### src/rtl/mef_pkg.sv
// ============================================================================
// mef_pkg: shared types and constants of the master election unit
// Time width, register map, receive status codes, queue item layout and
// the saturating time helper used by front and back.
// ============================================================================
package mef_pkg;

    // Time arithmetic
    localparam int TIME_BITS = 64;
    localparam int SPAN_BITS = 48;
    localparam int SUM_BITS  = ((TIME_BITS > SPAN_BITS) ? TIME_BITS : SPAN_BITS) + 2;

    typedef logic [TIME_BITS-1:0] time_t;
    typedef logic [SUM_BITS-1:0]  tsum_t;

    localparam time_t TMASK = {TIME_BITS{1'b1}};

    // Configuration port
    localparam int ADDR_BITS = 5;
    localparam int DATA_BITS = 32;

    typedef enum logic [2:0] {
        REG_OWN_PRIORITY    = 3'd0,
        REG_OWN_SOURCE      = 3'd1,
        REG_ANNOUNCE_PERIOD = 3'd2,
        REG_DEAD_PERIODS    = 3'd3,
        REG_EXPIRY_SKEW     = 3'd4,
        REG_STARTUP_DELAY   = 3'd5,
        REG_NOTIFY_INTERVAL = 3'd6
    } reg_index_t;

    localparam logic [31:0] OWN_PRIORITY_RST    = 32'd1;
    localparam logic [31:0] OWN_SOURCE_RST      = 32'd0;
    localparam logic [31:0] ANNOUNCE_PERIOD_RST = 32'd5400000;
    localparam logic [15:0] DEAD_PERIODS_RST    = 16'd5;
    localparam logic [31:0] EXPIRY_SKEW_RST     = 32'd0;
    localparam logic [31:0] STARTUP_DELAY_RST   = 32'd0;
    localparam logic [31:0] NOTIFY_INTERVAL_RST = 32'd27000000;
    localparam logic [SPAN_BITS-1:0] DEAD_SPAN_RST = SPAN_BITS'(27000000);

    typedef struct packed {
        logic [31:0]          own_priority;
        logic [31:0]          own_source;
        logic [31:0]          announce_period;
        logic [15:0]          dead_periods;
        logic [31:0]          expiry_skew;
        logic [31:0]          startup_delay;
        logic [31:0]          notify_interval;
        logic [SPAN_BITS-1:0] dead_span;
    } cfg_t;

    // Message format
    localparam logic [3:0]  ANNOUNCE_BYTES   = 4'd12;
    localparam logic [31:0] RX_VERSION_MAX   = 32'd2;
    localparam logic [1:0]  TX_VER_NONE      = 2'd0;
    localparam logic [1:0]  TX_VER_ANNOUNCE  = 2'd1;
    localparam logic [1:0]  TX_VER_NOTIFY    = 2'd2;

    typedef enum logic [2:0] {
        RX_NONE        = 3'd0,
        RX_OK          = 3'd1,
        RX_SHORT       = 3'd2,
        RX_BAD_VERSION = 3'd3,
        RX_OWN_SOURCE  = 3'd4
    } rx_status_t;

    typedef enum logic [1:0] {
        PRIO_ZERO   = 2'd0,
        PRIO_LOWER  = 2'd1,
        PRIO_HIGHER = 2'd2
    } prio_class_t;

    typedef enum logic {
        ROLE_BACKUP = 1'b0,
        ROLE_MASTER = 1'b1
    } role_t;

    // Classified request handed from front to back
    typedef struct packed {
        logic        is_tick;
        logic        link_up;
        rx_status_t  status;
        prio_class_t prio_class;
        time_t       now;
        time_t       skew_t;     // now + expiry_skew
        time_t       period_t;   // now + announce_period
        time_t       notify_t;   // now + notify_interval, kept below all ones
        time_t       dead_t;     // now + dead span + expiry_skew
        time_t       full_t;     // dead_t + startup_delay
    } item_t;

    // Clamp a widened sum to the largest time
    function automatic time_t sat_time(input tsum_t s);
        time_t r;
        if (s > SUM_BITS'(TMASK))
            r = TMASK;
        else
            r = s[TIME_BITS-1:0];
        return r;
    endfunction

endpackage

### src/rtl/mef_cfg.sv
// ============================================================================
// mef_cfg: configuration registers
// APB-style register file with read back, plus the registered dead span
// (announce period times dead periods) used for deadline arithmetic.
// ============================================================================
module mef_cfg (
    input  logic                           clk,
    input  logic                           rst_n,
    input  logic                           psel,
    input  logic                           penable,
    input  logic                           pwrite,
    input  logic [mef_pkg::ADDR_BITS-1:0]  paddr,
    input  logic [mef_pkg::DATA_BITS-1:0]  pwdata,
    output logic [mef_pkg::DATA_BITS-1:0]  prdata,
    output logic                           pready,
    output mef_pkg::cfg_t                  cfg
);

    logic [31:0]                   own_priority_reg;
    logic [31:0]                   own_source_reg;
    logic [31:0]                   announce_period_reg;
    logic [15:0]                   dead_periods_reg;
    logic [31:0]                   expiry_skew_reg;
    logic [31:0]                   startup_delay_reg;
    logic [31:0]                   notify_interval_reg;
    logic [mef_pkg::SPAN_BITS-1:0] dead_span_reg;
    logic [mef_pkg::SPAN_BITS-1:0] dead_span_next;
    logic                          wr_en;
    mef_pkg::reg_index_t           index;

    assign pready = 1'b1;
    assign wr_en  = psel && penable && pwrite;
    assign index  = mef_pkg::reg_index_t'(paddr[4:2]);

    // Write registers on the access phase
    always_ff @(posedge clk or negedge rst_n)
    begin
        if (!rst_n)
        begin
            own_priority_reg    <= mef_pkg::OWN_PRIORITY_RST;
            own_source_reg      <= mef_pkg::OWN_SOURCE_RST;
            announce_period_reg <= mef_pkg::ANNOUNCE_PERIOD_RST;
            dead_periods_reg    <= mef_pkg::DEAD_PERIODS_RST;
            expiry_skew_reg     <= mef_pkg::EXPIRY_SKEW_RST;
            startup_delay_reg   <= mef_pkg::STARTUP_DELAY_RST;
            notify_interval_reg <= mef_pkg::NOTIFY_INTERVAL_RST;
        end
        else if (wr_en)
        begin
            case (index)
                mef_pkg::REG_OWN_PRIORITY:    own_priority_reg    <= pwdata;
                mef_pkg::REG_OWN_SOURCE:      own_source_reg      <= pwdata;
                mef_pkg::REG_ANNOUNCE_PERIOD: announce_period_reg <= pwdata;
                mef_pkg::REG_DEAD_PERIODS:    dead_periods_reg    <= pwdata[15:0];
                mef_pkg::REG_EXPIRY_SKEW:     expiry_skew_reg     <= pwdata;
                mef_pkg::REG_STARTUP_DELAY:   startup_delay_reg   <= pwdata;
                mef_pkg::REG_NOTIFY_INTERVAL: notify_interval_reg <= pwdata;
                default:                      ;
            endcase
        end
    end

    // Register the dead span product in the cycle after the settings change
    assign dead_span_next = mef_pkg::SPAN_BITS'(announce_period_reg)
                            * mef_pkg::SPAN_BITS'(dead_periods_reg);

    always_ff @(posedge clk or negedge rst_n)
    begin
        if (!rst_n)
            dead_span_reg <= mef_pkg::DEAD_SPAN_RST;
        else
            dead_span_reg <= dead_span_next;
    end

    // Read back
    always_comb
    begin
        case (index)
            mef_pkg::REG_OWN_PRIORITY:    prdata = own_priority_reg;
            mef_pkg::REG_OWN_SOURCE:      prdata = own_source_reg;
            mef_pkg::REG_ANNOUNCE_PERIOD: prdata = announce_period_reg;
            mef_pkg::REG_DEAD_PERIODS:    prdata = {16'd0, dead_periods_reg};
            mef_pkg::REG_EXPIRY_SKEW:     prdata = expiry_skew_reg;
            mef_pkg::REG_STARTUP_DELAY:   prdata = startup_delay_reg;
            mef_pkg::REG_NOTIFY_INTERVAL: prdata = notify_interval_reg;
            default:                      prdata = '0;
        endcase
    end

    assign cfg.own_priority    = own_priority_reg;
    assign cfg.own_source      = own_source_reg;
    assign cfg.announce_period = announce_period_reg;
    assign cfg.dead_periods    = dead_periods_reg;
    assign cfg.expiry_skew     = expiry_skew_reg;
    assign cfg.startup_delay   = startup_delay_reg;
    assign cfg.notify_interval = notify_interval_reg;
    assign cfg.dead_span       = dead_span_reg;

endmodule

### src/rtl/mef_front.sv
// ============================================================================
// mef_front: request intake and classification
// Checks announces, classifies their priority and precomputes every
// candidate time a request may need, ready for the back end.
// ============================================================================
module mef_front (
    input  logic                 clk,
    input  logic                 rst_n,
    input  mef_pkg::cfg_t        cfg,
    input  logic                 in_valid,
    output logic                 in_stall,
    input  logic                 kind,
    input  logic [63:0]          now,
    input  logic                 link_up,
    input  logic [3:0]           rx_length,
    input  logic [31:0]          rx_version,
    input  logic [31:0]          rx_priority,
    input  logic [31:0]          rx_source,
    output logic                 push,
    output mef_pkg::item_t       item,
    input  logic                 q_ready
);

    logic                  s1_valid_reg;
    logic                  s1_valid_next;
    logic                  s1_tick_reg;
    logic                  s1_up_reg;
    mef_pkg::rx_status_t   s1_status_reg;
    mef_pkg::prio_class_t  s1_class_reg;
    mef_pkg::time_t        s1_now_reg;
    mef_pkg::tsum_t        s1_skew_sum_reg;
    mef_pkg::time_t        s1_period_reg;
    mef_pkg::time_t        s1_notify_reg;

    mef_pkg::time_t        now_t;
    mef_pkg::rx_status_t   status_c;
    mef_pkg::prio_class_t  class_c;
    mef_pkg::time_t        notify_sat;
    logic                  accept;
    logic                  s1_ready;

    assign now_t    = now[mef_pkg::TIME_BITS-1:0];
    assign s1_ready = !s1_valid_reg || q_ready;
    assign in_stall = !s1_ready;
    assign accept   = in_valid && s1_ready;
    assign push     = s1_valid_reg && q_ready;

    // Check announce: length, then version, then own source
    always_comb
    begin
        if (!kind)
            status_c = mef_pkg::RX_NONE;
        else if (rx_length != mef_pkg::ANNOUNCE_BYTES)
            status_c = mef_pkg::RX_SHORT;
        else if (rx_version > mef_pkg::RX_VERSION_MAX)
            status_c = mef_pkg::RX_BAD_VERSION;
        else if (rx_source == cfg.own_source)
            status_c = mef_pkg::RX_OWN_SOURCE;
        else
            status_c = mef_pkg::RX_OK;
    end

    // Classify peer priority against ours
    always_comb
    begin
        if (rx_priority == 32'd0)
            class_c = mef_pkg::PRIO_ZERO;
        else if (rx_priority < cfg.own_priority)
            class_c = mef_pkg::PRIO_LOWER;
        else
            class_c = mef_pkg::PRIO_HIGHER;
    end

    // Notify time stays below all ones, which marks none pending
    always_comb
    begin
        notify_sat = mef_pkg::sat_time(mef_pkg::SUM_BITS'(now_t)
                                       + mef_pkg::SUM_BITS'(cfg.notify_interval));
        if (notify_sat == mef_pkg::TMASK)
            notify_sat = mef_pkg::TMASK - mef_pkg::TIME_BITS'(1);
    end

    assign s1_valid_next = accept || (s1_valid_reg && !q_ready);

    always_ff @(posedge clk or negedge rst_n)
    begin
        if (!rst_n)
            s1_valid_reg <= 1'b0;
        else
            s1_valid_reg <= s1_valid_next;
    end

    // Capture request and first-level sums
    always_ff @(posedge clk)
    begin
        if (accept)
        begin
            s1_tick_reg     <= !kind;
            s1_up_reg       <= link_up;
            s1_status_reg   <= status_c;
            s1_class_reg    <= class_c;
            s1_now_reg      <= now_t;
            s1_skew_sum_reg <= mef_pkg::SUM_BITS'(now_t)
                               + mef_pkg::SUM_BITS'(cfg.expiry_skew);
            s1_period_reg   <= mef_pkg::sat_time(mef_pkg::SUM_BITS'(now_t)
                               + mef_pkg::SUM_BITS'(cfg.announce_period));
            s1_notify_reg   <= notify_sat;
        end
    end

    // Add the dead span and startup delay on the way to the queue
    always_comb
    begin
        item.is_tick    = s1_tick_reg;
        item.link_up    = s1_up_reg;
        item.status     = s1_status_reg;
        item.prio_class = s1_class_reg;
        item.now        = s1_now_reg;
        item.skew_t     = mef_pkg::sat_time(s1_skew_sum_reg);
        item.period_t   = s1_period_reg;
        item.notify_t   = s1_notify_reg;
        item.dead_t     = mef_pkg::sat_time(s1_skew_sum_reg
                                            + mef_pkg::SUM_BITS'(cfg.dead_span));
        item.full_t     = mef_pkg::sat_time(s1_skew_sum_reg
                                            + mef_pkg::SUM_BITS'(cfg.dead_span)
                                            + mef_pkg::SUM_BITS'(cfg.startup_delay));
    end

endmodule

### src/rtl/mef_queue.sv
// ============================================================================
// mef_queue: two-entry request queue
// Decouples the front end from the back end; accepts a push in the same
// cycle as a pop when full.
// ============================================================================
module mef_queue (
    input  logic            clk,
    input  logic            rst_n,
    input  logic            push,
    input  mef_pkg::item_t  push_item,
    output logic            q_ready,
    input  logic            pop,
    output logic            q_valid,
    output mef_pkg::item_t  head
);

    mef_pkg::item_t entry_reg [2];
    logic           wr_ptr_reg;
    logic           wr_ptr_next;
    logic           rd_ptr_reg;
    logic           rd_ptr_next;
    logic [1:0]     count_reg;
    logic [1:0]     count_next;

    assign q_valid = (count_reg != 2'd0);
    assign q_ready = (count_reg != 2'd2) || pop;
    assign head    = entry_reg[rd_ptr_reg];

    // Advance pointers and occupancy
    always_comb
    begin
        wr_ptr_next = push ? !wr_ptr_reg : wr_ptr_reg;
        rd_ptr_next = pop  ? !rd_ptr_reg : rd_ptr_reg;
        count_next  = count_reg + 2'(push) - 2'(pop);
    end

    always_ff @(posedge clk or negedge rst_n)
    begin
        if (!rst_n)
        begin
            wr_ptr_reg <= 1'b0;
            rd_ptr_reg <= 1'b0;
            count_reg  <= 2'd0;
        end
        else
        begin
            wr_ptr_reg <= wr_ptr_next;
            rd_ptr_reg <= rd_ptr_next;
            count_reg  <= count_next;
        end
    end

    // Store pushed request
    always_ff @(posedge clk)
    begin
        if (push)
            entry_reg[wr_ptr_reg] <= push_item;
    end

endmodule

### src/rtl/mef_back.sv
// ============================================================================
// mef_back: election state and result register
// Applies one classified request per cycle, when not stalled, to the role,
// deadline and message timers, and holds the result until it is taken.
// ============================================================================
module mef_back (
    input  logic            clk,
    input  logic            rst_n,
    input  mef_pkg::cfg_t   cfg,
    input  logic            q_valid,
    input  mef_pkg::item_t  head,
    output logic            pop,
    output logic            out_valid,
    input  logic            out_stall,
    output logic            became_master,
    output logic            lost_master,
    output logic            is_master,
    output logic            send_message,
    output logic [1:0]      tx_version,
    output logic [31:0]     tx_priority,
    output logic [2:0]      rx_status,
    output logic [63:0]     next_wake
);

    // Election state
    mef_pkg::role_t  role_reg;
    mef_pkg::role_t  role_next;
    logic            armed_reg;
    mef_pkg::time_t  nat_reg;
    mef_pkg::time_t  nat_next;
    mef_pkg::time_t  dl_reg;
    mef_pkg::time_t  dl_next;
    mef_pkg::time_t  nnt_reg;
    mef_pkg::time_t  nnt_next;

    // Per-request intermediates
    mef_pkg::time_t  dl_cur;
    mef_pkg::time_t  nat_add;
    logic            takeover;
    logic            announce_due;
    logic            notify_due;

    // Result
    logic            out_valid_reg;
    logic            out_valid_next;
    logic            became_reg;
    logic            became_next;
    logic            lost_reg;
    logic            lost_next;
    logic            master_reg;
    logic            send_reg;
    logic            send_next;
    logic [1:0]      txv_reg;
    logic [1:0]      txv_next;
    logic [31:0]     txp_reg;
    logic [31:0]     txp_next;
    logic [2:0]      status_reg;
    mef_pkg::time_t  wake_reg;
    mef_pkg::time_t  wake_next;

    assign pop            = q_valid && (!out_valid_reg || !out_stall);
    assign out_valid_next = pop || (out_valid_reg && out_stall);
    assign nat_add        = mef_pkg::sat_time(mef_pkg::SUM_BITS'(nat_reg)
                                              + mef_pkg::SUM_BITS'(cfg.announce_period));

    // Next state
    always_comb
    begin
        dl_cur       = armed_reg ? dl_reg : head.full_t;
        role_next    = role_reg;
        nat_next     = nat_reg;
        dl_next      = dl_cur;
        nnt_next     = nnt_reg;
        takeover     = 1'b0;
        announce_due = 1'b0;
        notify_due   = 1'b0;
        if (head.is_tick)
        begin
            if (!head.link_up)
            begin
                role_next = mef_pkg::ROLE_BACKUP;
                nat_next  = mef_pkg::TMASK;
                dl_next   = head.full_t;
            end
            else if (role_reg == mef_pkg::ROLE_BACKUP && dl_cur <= head.now)
            begin
                takeover  = 1'b1;
                role_next = mef_pkg::ROLE_MASTER;
                nat_next  = head.now;
            end
            if (role_next == mef_pkg::ROLE_MASTER)
            begin
                announce_due = takeover || (nat_reg <= head.now);
                if (announce_due)
                    nat_next = takeover ? head.period_t : nat_add;
                nnt_next = mef_pkg::TMASK;
            end
            else
            begin
                notify_due = (nnt_reg < head.now) || (nnt_reg == mef_pkg::TMASK);
                if (notify_due)
                    nnt_next = head.notify_t;
            end
        end
        else if (head.status == mef_pkg::RX_OK)
        begin
            case (head.prio_class)
                mef_pkg::PRIO_LOWER:
                begin
                    if (head.skew_t < dl_cur)
                        dl_next = head.skew_t;
                end
                mef_pkg::PRIO_HIGHER:
                begin
                    role_next = mef_pkg::ROLE_BACKUP;
                    nat_next  = mef_pkg::TMASK;
                    dl_next   = head.dead_t;
                end
                default: ;
            endcase
        end
    end

    // Outputs of the request
    always_comb
    begin
        became_next = (role_reg == mef_pkg::ROLE_BACKUP) && (role_next == mef_pkg::ROLE_MASTER);
        lost_next   = (role_reg == mef_pkg::ROLE_MASTER) && (role_next == mef_pkg::ROLE_BACKUP);
        send_next   = announce_due || notify_due;
        if (announce_due)
        begin
            txv_next = mef_pkg::TX_VER_ANNOUNCE;
            txp_next = cfg.own_priority;
        end
        else if (notify_due)
        begin
            txv_next = mef_pkg::TX_VER_NOTIFY;
            txp_next = 32'd0;
        end
        else
        begin
            txv_next = mef_pkg::TX_VER_NONE;
            txp_next = 32'd0;
        end
        wake_next = (role_next == mef_pkg::ROLE_MASTER) ? nat_next : dl_next;
        if (nnt_next < wake_next)
            wake_next = nnt_next;
    end

    // Update election state on each popped request
    always_ff @(posedge clk or negedge rst_n)
    begin
        if (!rst_n)
        begin
            role_reg  <= mef_pkg::ROLE_BACKUP;
            armed_reg <= 1'b0;
            nat_reg   <= mef_pkg::TMASK;
            dl_reg    <= '0;
            nnt_reg   <= mef_pkg::TMASK;
        end
        else if (pop)
        begin
            role_reg  <= role_next;
            armed_reg <= 1'b1;
            nat_reg   <= nat_next;
            dl_reg    <= dl_next;
            nnt_reg   <= nnt_next;
        end
    end

    always_ff @(posedge clk or negedge rst_n)
    begin
        if (!rst_n)
            out_valid_reg <= 1'b0;
        else
            out_valid_reg <= out_valid_next;
    end

    // Load result register
    always_ff @(posedge clk)
    begin
        if (pop)
        begin
            became_reg <= became_next;
            lost_reg   <= lost_next;
            master_reg <= (role_next == mef_pkg::ROLE_MASTER);
            send_reg   <= send_next;
            txv_reg    <= txv_next;
            txp_reg    <= txp_next;
            status_reg <= head.status;
            wake_reg   <= wake_next;
        end
    end

    assign out_valid     = out_valid_reg;
    assign became_master = became_reg;
    assign lost_master   = lost_reg;
    assign is_master     = master_reg;
    assign send_message  = send_reg;
    assign tx_version    = txv_reg;
    assign tx_priority   = txp_reg;
    assign rx_status     = status_reg;
    assign next_wake     = 64'(wake_reg);

`ifndef ASSERT_OFF
    a_became_is_master: assert property (@(posedge clk) disable iff (!rst_n)
        out_valid_reg && became_reg |-> master_reg && !lost_reg)
        else $error("became_master without master role");

    a_lost_is_backup: assert property (@(posedge clk) disable iff (!rst_n)
        out_valid_reg && lost_reg |-> !master_reg)
        else $error("lost_master while still master");

    a_announce_from_master: assert property (@(posedge clk) disable iff (!rst_n)
        out_valid_reg && send_reg && txv_reg == mef_pkg::TX_VER_ANNOUNCE |-> master_reg)
        else $error("announce sent by backup");

    a_no_send_on_rx: assert property (@(posedge clk) disable iff (!rst_n)
        out_valid_reg && status_reg != mef_pkg::RX_NONE |-> !send_reg)
        else $error("message sent on a received announce");
`endif

endmodule

### src/rtl/master_election_fsm_unit.sv
// ============================================================================
// master_election_fsm_unit: master election engine
// Top level: configuration registers, request front end, queue and back end.
// ============================================================================
// Takes one request (time tick or received announce) per clock while
// in_stall is low and returns one result per request, in order. The intake
// stage checks and classifies the request and registers it at the accepting
// edge; the front end then adds the deadline sums and writes it into the
// two-entry queue, and the back end pops it, updates the election state and
// loads the result register. Sustained rate is one request per cycle while
// out_stall stays low; the back end's state update of role, deadline and
// timers for each popped request sets that rate. The dead span product is
// registered from the settings, so a request may follow a register write in
// the next cycle.
module master_election_fsm_unit (
    input  logic                           clk,
    input  logic                           rst_n,
    // configuration port
    input  logic                           psel,
    input  logic                           penable,
    input  logic                           pwrite,
    input  logic [mef_pkg::ADDR_BITS-1:0]  paddr,
    input  logic [mef_pkg::DATA_BITS-1:0]  pwdata,
    output logic [mef_pkg::DATA_BITS-1:0]  prdata,
    output logic                           pready,
    // request channel
    input  logic                           in_valid,
    output logic                           in_stall,
    input  logic                           kind,
    input  logic [63:0]                    now,
    input  logic                           link_up,
    input  logic [3:0]                     rx_length,
    input  logic [31:0]                    rx_version,
    input  logic [31:0]                    rx_priority,
    input  logic [31:0]                    rx_source,
    // result channel
    output logic                           out_valid,
    input  logic                           out_stall,
    output logic                           became_master,
    output logic                           lost_master,
    output logic                           is_master,
    output logic                           send_message,
    output logic [1:0]                     tx_version,
    output logic [31:0]                    tx_priority,
    output logic [2:0]                     rx_status,
    output logic [63:0]                    next_wake
);

    mef_pkg::cfg_t  cfg;
    mef_pkg::item_t push_item;
    mef_pkg::item_t head;
    logic           push;
    logic           q_ready;
    logic           q_valid;
    logic           pop;

    mef_cfg u_cfg (
        .clk     (clk),
        .rst_n   (rst_n),
        .psel    (psel),
        .penable (penable),
        .pwrite  (pwrite),
        .paddr   (paddr),
        .pwdata  (pwdata),
        .prdata  (prdata),
        .pready  (pready),
        .cfg     (cfg)
    );

    mef_front u_front (
        .clk         (clk),
        .rst_n       (rst_n),
        .cfg         (cfg),
        .in_valid    (in_valid),
        .in_stall    (in_stall),
        .kind        (kind),
        .now         (now),
        .link_up     (link_up),
        .rx_length   (rx_length),
        .rx_version  (rx_version),
        .rx_priority (rx_priority),
        .rx_source   (rx_source),
        .push        (push),
        .item        (push_item),
        .q_ready     (q_ready)
    );

    mef_queue u_queue (
        .clk       (clk),
        .rst_n     (rst_n),
        .push      (push),
        .push_item (push_item),
        .q_ready   (q_ready),
        .pop       (pop),
        .q_valid   (q_valid),
        .head      (head)
    );

    mef_back u_back (
        .clk           (clk),
        .rst_n         (rst_n),
        .cfg           (cfg),
        .q_valid       (q_valid),
        .head          (head),
        .pop           (pop),
        .out_valid     (out_valid),
        .out_stall     (out_stall),
        .became_master (became_master),
        .lost_master   (lost_master),
        .is_master     (is_master),
        .send_message  (send_message),
        .tx_version    (tx_version),
        .tx_priority   (tx_priority),
        .rx_status     (rx_status),
        .next_wake     (next_wake)
    );

endmodule
### config.mk
export PLATFORM = sky130hd
export DESIGN_NAME = master_election_fsm_unit
export DESIGN_NICKNAME = d
export VERILOG_FILES = /design/src/rtl/mef_pkg.sv /design/src/rtl/mef_cfg.sv /design/src/rtl/mef_front.sv /design/src/rtl/mef_queue.sv /design/src/rtl/mef_back.sv /design/src/rtl/master_election_fsm_unit.sv
export SDC_FILE = /design/constraint.sdc
export NUM_CORES = 2
export LEC_CHECK = 0
export ABC_AREA = 1
export BUFFER_PORTS_ARGS = -buffer_cell sky130_fd_sc_hd__buf_2
export CELL_PAD_IN_SITES_DETAIL_PLACEMENT = 0
export CELL_PAD_IN_SITES_GLOBAL_PLACEMENT = 1
export CORE_ASPECT_RATIO = 1.4
export CORE_MARGIN = 2
export CORE_UTILIZATION = 50
export CTS_CLUSTER_DIAMETER = 120
export DETAILED_ROUTE_END_ITERATION = 8
export GPL_ROUTABILITY_DRIVEN = 0
export HOLD_SLACK_MARGIN = 0.1
export PLACE_DENSITY_LB_ADDON = 0.1
export RECOVER_POWER = 25
export SYNTH_ARGS = -nofsm -noshare
export SYNTH_HDL_FRONTEND = slang
export SYNTH_SLANG_ARGS = --single-unit
### constraint.sdc
create_clock -name clk -period 21.4 [get_ports clk]
set_input_delay 3.21 -clock clk [delete_from_list [all_inputs] [get_ports clk]]
set_output_delay 3.21 -clock clk [all_outputs]
set_load 0.02 [all_outputs]
==> metrics.md <==
| Metric | Value |
|---|---|
| Htree depth | 4 |
| Die W | 396 um |
| Failing checks | capacitance limit, slew limit |
| Initial antenna violation count | 49 |
| Inst Count DP | 14800 |
| First-pass GRT wire length | 592000 um |
| Seq/Total Area, Yosys | 43.0% |
| CP max stage delay | 1930 ps |
| Critical path class | reg -> reg |
| Setup crit end kind | flop |
| Min-delay src | u_front.s1_now_reg[13] |
| Die footprint | 0.219 sq mm |
| Later-pin clock latency in the skew report | 880 ps |
| Critical path required time | 21980 ps |
| Starting density of the core | 50.2% |
| Max FO, Critical Path | 65 |
| Slew @ Worst Pin | 7080 ps |
| Via count | 89800 |
| Clock tree sinks | 1607 |
| Nature of the critical path startpoint | flop |
| Most frequent cells in the layout | nand2_1, inv_1, edfxtp_1, o21ai_0, nor2_1 |
| Total wire length | 412000 um |
| Static Leakage | 52.4 nW |
| Fin cells | 15200 |
| Worst EP arrival | 14580 ps |
| Syn_area_per_cell | 8.98 sq um |
| Area leader, netlist | edfxtp_1 |
| Most used cell along the critical path | nand2_1 |
| Max FFs per register | 782 |
| Max_slew headroom | -372% |
| Critical path origin | u_queue.rd_ptr_reg |
| Via-to-Cell Ratio | 5.92 |
| Setup Total Neg Slack | 0 ps |
| Hpwl dp | 310000 um |
| Util after Layout | 55.1% |
| Top_reg_cell synth | edfxtp_1 |
| CTS tree | built |
| Maxcap violations | 12 |
| Register clock-pin slew on the reported worst setup and hold paths | 70 ps |
| Final WS setup | 7390 ps |
| Syn Inst Count | 12000 |
| Worst vdd ir | 0.000193 V |
| Reg2reg start | u_queue.rd_ptr_reg |
| Unrepaired setup endpoints after global routing | no |
| DRC | 0 |
| Yosys cell types | 78 |
| Slew Viols, Final | 808 |
| Cts repair resizes | 0 |
| Largest net degree at the start of global routing | 158 |
| Placement Setup Slack | 9910 ps |
| Setup Fix Bufs, Post-CTS | 0 |
| Router iterations before antenna repair | 7 |
| WL/cell | 27.2 um |
| Synth Cell Area | 0.107 sq mm |
| Layout cells sized above 1 | 9.92% |
| CP max stage cell | clkbuf_1 |
| # hold bufs at CTS | 0 |
| Clock Tree Buf Depth | 4 |
| Final period util | 65.4% |
| Synth async-reset ratio | 28.4% |
| Setup violators final | 0 |
| Synthesis-stage register bit count | 1607 |
| Yosys Warn Count | 0 |
| Final Skew | 90.7 ps |
| Commonest non-fill, non-tap cell in the layout | nand2_1 |
| Ranking of synthesized cells by area | edfxtp_1, nand2_1, ha_1, fa_1, dfrtp_1 |
| Number of port buffers | 346 |
| Grt ovf | 0 |
| Status | finished with violations |
| Synth top area share | 32.2% |
| Power Density | 188 mW/mm^2 |
| Post-DRT Antenna Nets | 0 |
| CORE AREA | 0.214 sq mm |
| Num rows | 201 |
| Vias in the first global route | 87600 |
| Hold Path Class | reg -> reg |
| Area delta synth->final | 9.64% |
| Syn nets | 13300 |
| Fin nets | 13500 |
| Max frequency | 0.0714 GHz |
| Hold Fails Final Rpt | 0 |
| Die Y | 553 um |
| Root Buffer | clkbuf_16 |
| Post-synth EDFFs | 1151 |
| Initial DRC Count | 9279 |
| Period minus WS final | 14010 ps |
| # IOs | 350 |
| TritonCTS buffer count | 172 |
| Gr usage total | 37.1% |
where the power goes:
group	switching, mW	internal (mW)	total [mW]
logic	9.40	4.04	13.4
clock network	1.32	1.69	3.01
registers	0.680	5.07	5.75
total	11.4	10.8	22.2
synthesized netlist by cell type, drive strengths merged, types with 119 or more instances:
cell type,number
ha,680
or2,119
fa,424
clkbuf,433
edfxtp,1151
dfstp,168
dfrtp,288
inv,1587
nor2,858
xor2,272
nand3,279
o211ai,169
a31oi,136
a21oi,706
o21ai,893
nand2,2726
worst max-delay path, delay by kind of cell (launching register included):
kind,cells,cell delay (ps)
fa+ha+maj,2,660
flops,1,1450
buf+inv,9,5810
simple gates,21,3460
compound gates,9,2110
area by class of cell:
type	count	area [sq um]
antenna	36	90.1
clock buffer	217	4620
clock inverter	91	856
fill	19600	96200
inverter	1596	6020
multi-input combinational	8220	53300
sequential	1607	46200
tap	2842	3560
timing repair buffer	549	3220
stage by stage:
step           cell area, sq um  power [mW]  hold slack, ps
4_1_cts                  118000        21.9             411
2_1_floorplan            107000        14.4             421
3_3_place_gp             112000        18.6             422
3_5_place_dp             112000        18.9             430
5_1_grt                  118000        23.6             440
6_report                 118000        22.2             422
metal layers:
layer	vias up	part of all wire [%]	wire length (um)	track usage [%]
met3	1165	9.6	39500	7.92
met1	43600	36	149000	44.8
li1	40600	-	-	-
met4	18	8.9	36800	27.7
met2	4440	45	187000	58.3
met5	-	0.031	128	0
cell families (layout without fill, tap and decap cells):
family | Yosys count | after routing | synth area share, %
AOI/OAI and AO/OA | 2364 | 2364 | 13.1
xor gates and xnor gates | 378 | 378 | 3.11
adders and majority gates | 1104 | 1104 | 15.8
buffers and inverters | 2138 | 2453 | 7.64
DFF | 1607 | 1607 | 43.0
muxes | 95 | 95 | 0.885
other | 1 | 37 | 0.00349
and+or+nand+nor | 4278 | 4278 | 16.5
final timing paths:
kind / cells after the start / endpoint / slack (ps)
worst max-delay path: 41 / u_back.next_wake[8] / 7390
worst min-delay path: 0 / u_queue.entry_reg[0][333] / 420
worst max register to register: 41 / u_back.next_wake[8] / 7390
worst min register to register: 0 / u_queue.entry_reg[0][333] / 420
max in group asynchronous: 5 / u_cfg.dead_periods_reg[3] / 10380
min in group asynchronous: 1 / u_queue.rd_ptr_reg / 4090
No activity file was read; power rests on OpenSTA's default activity.
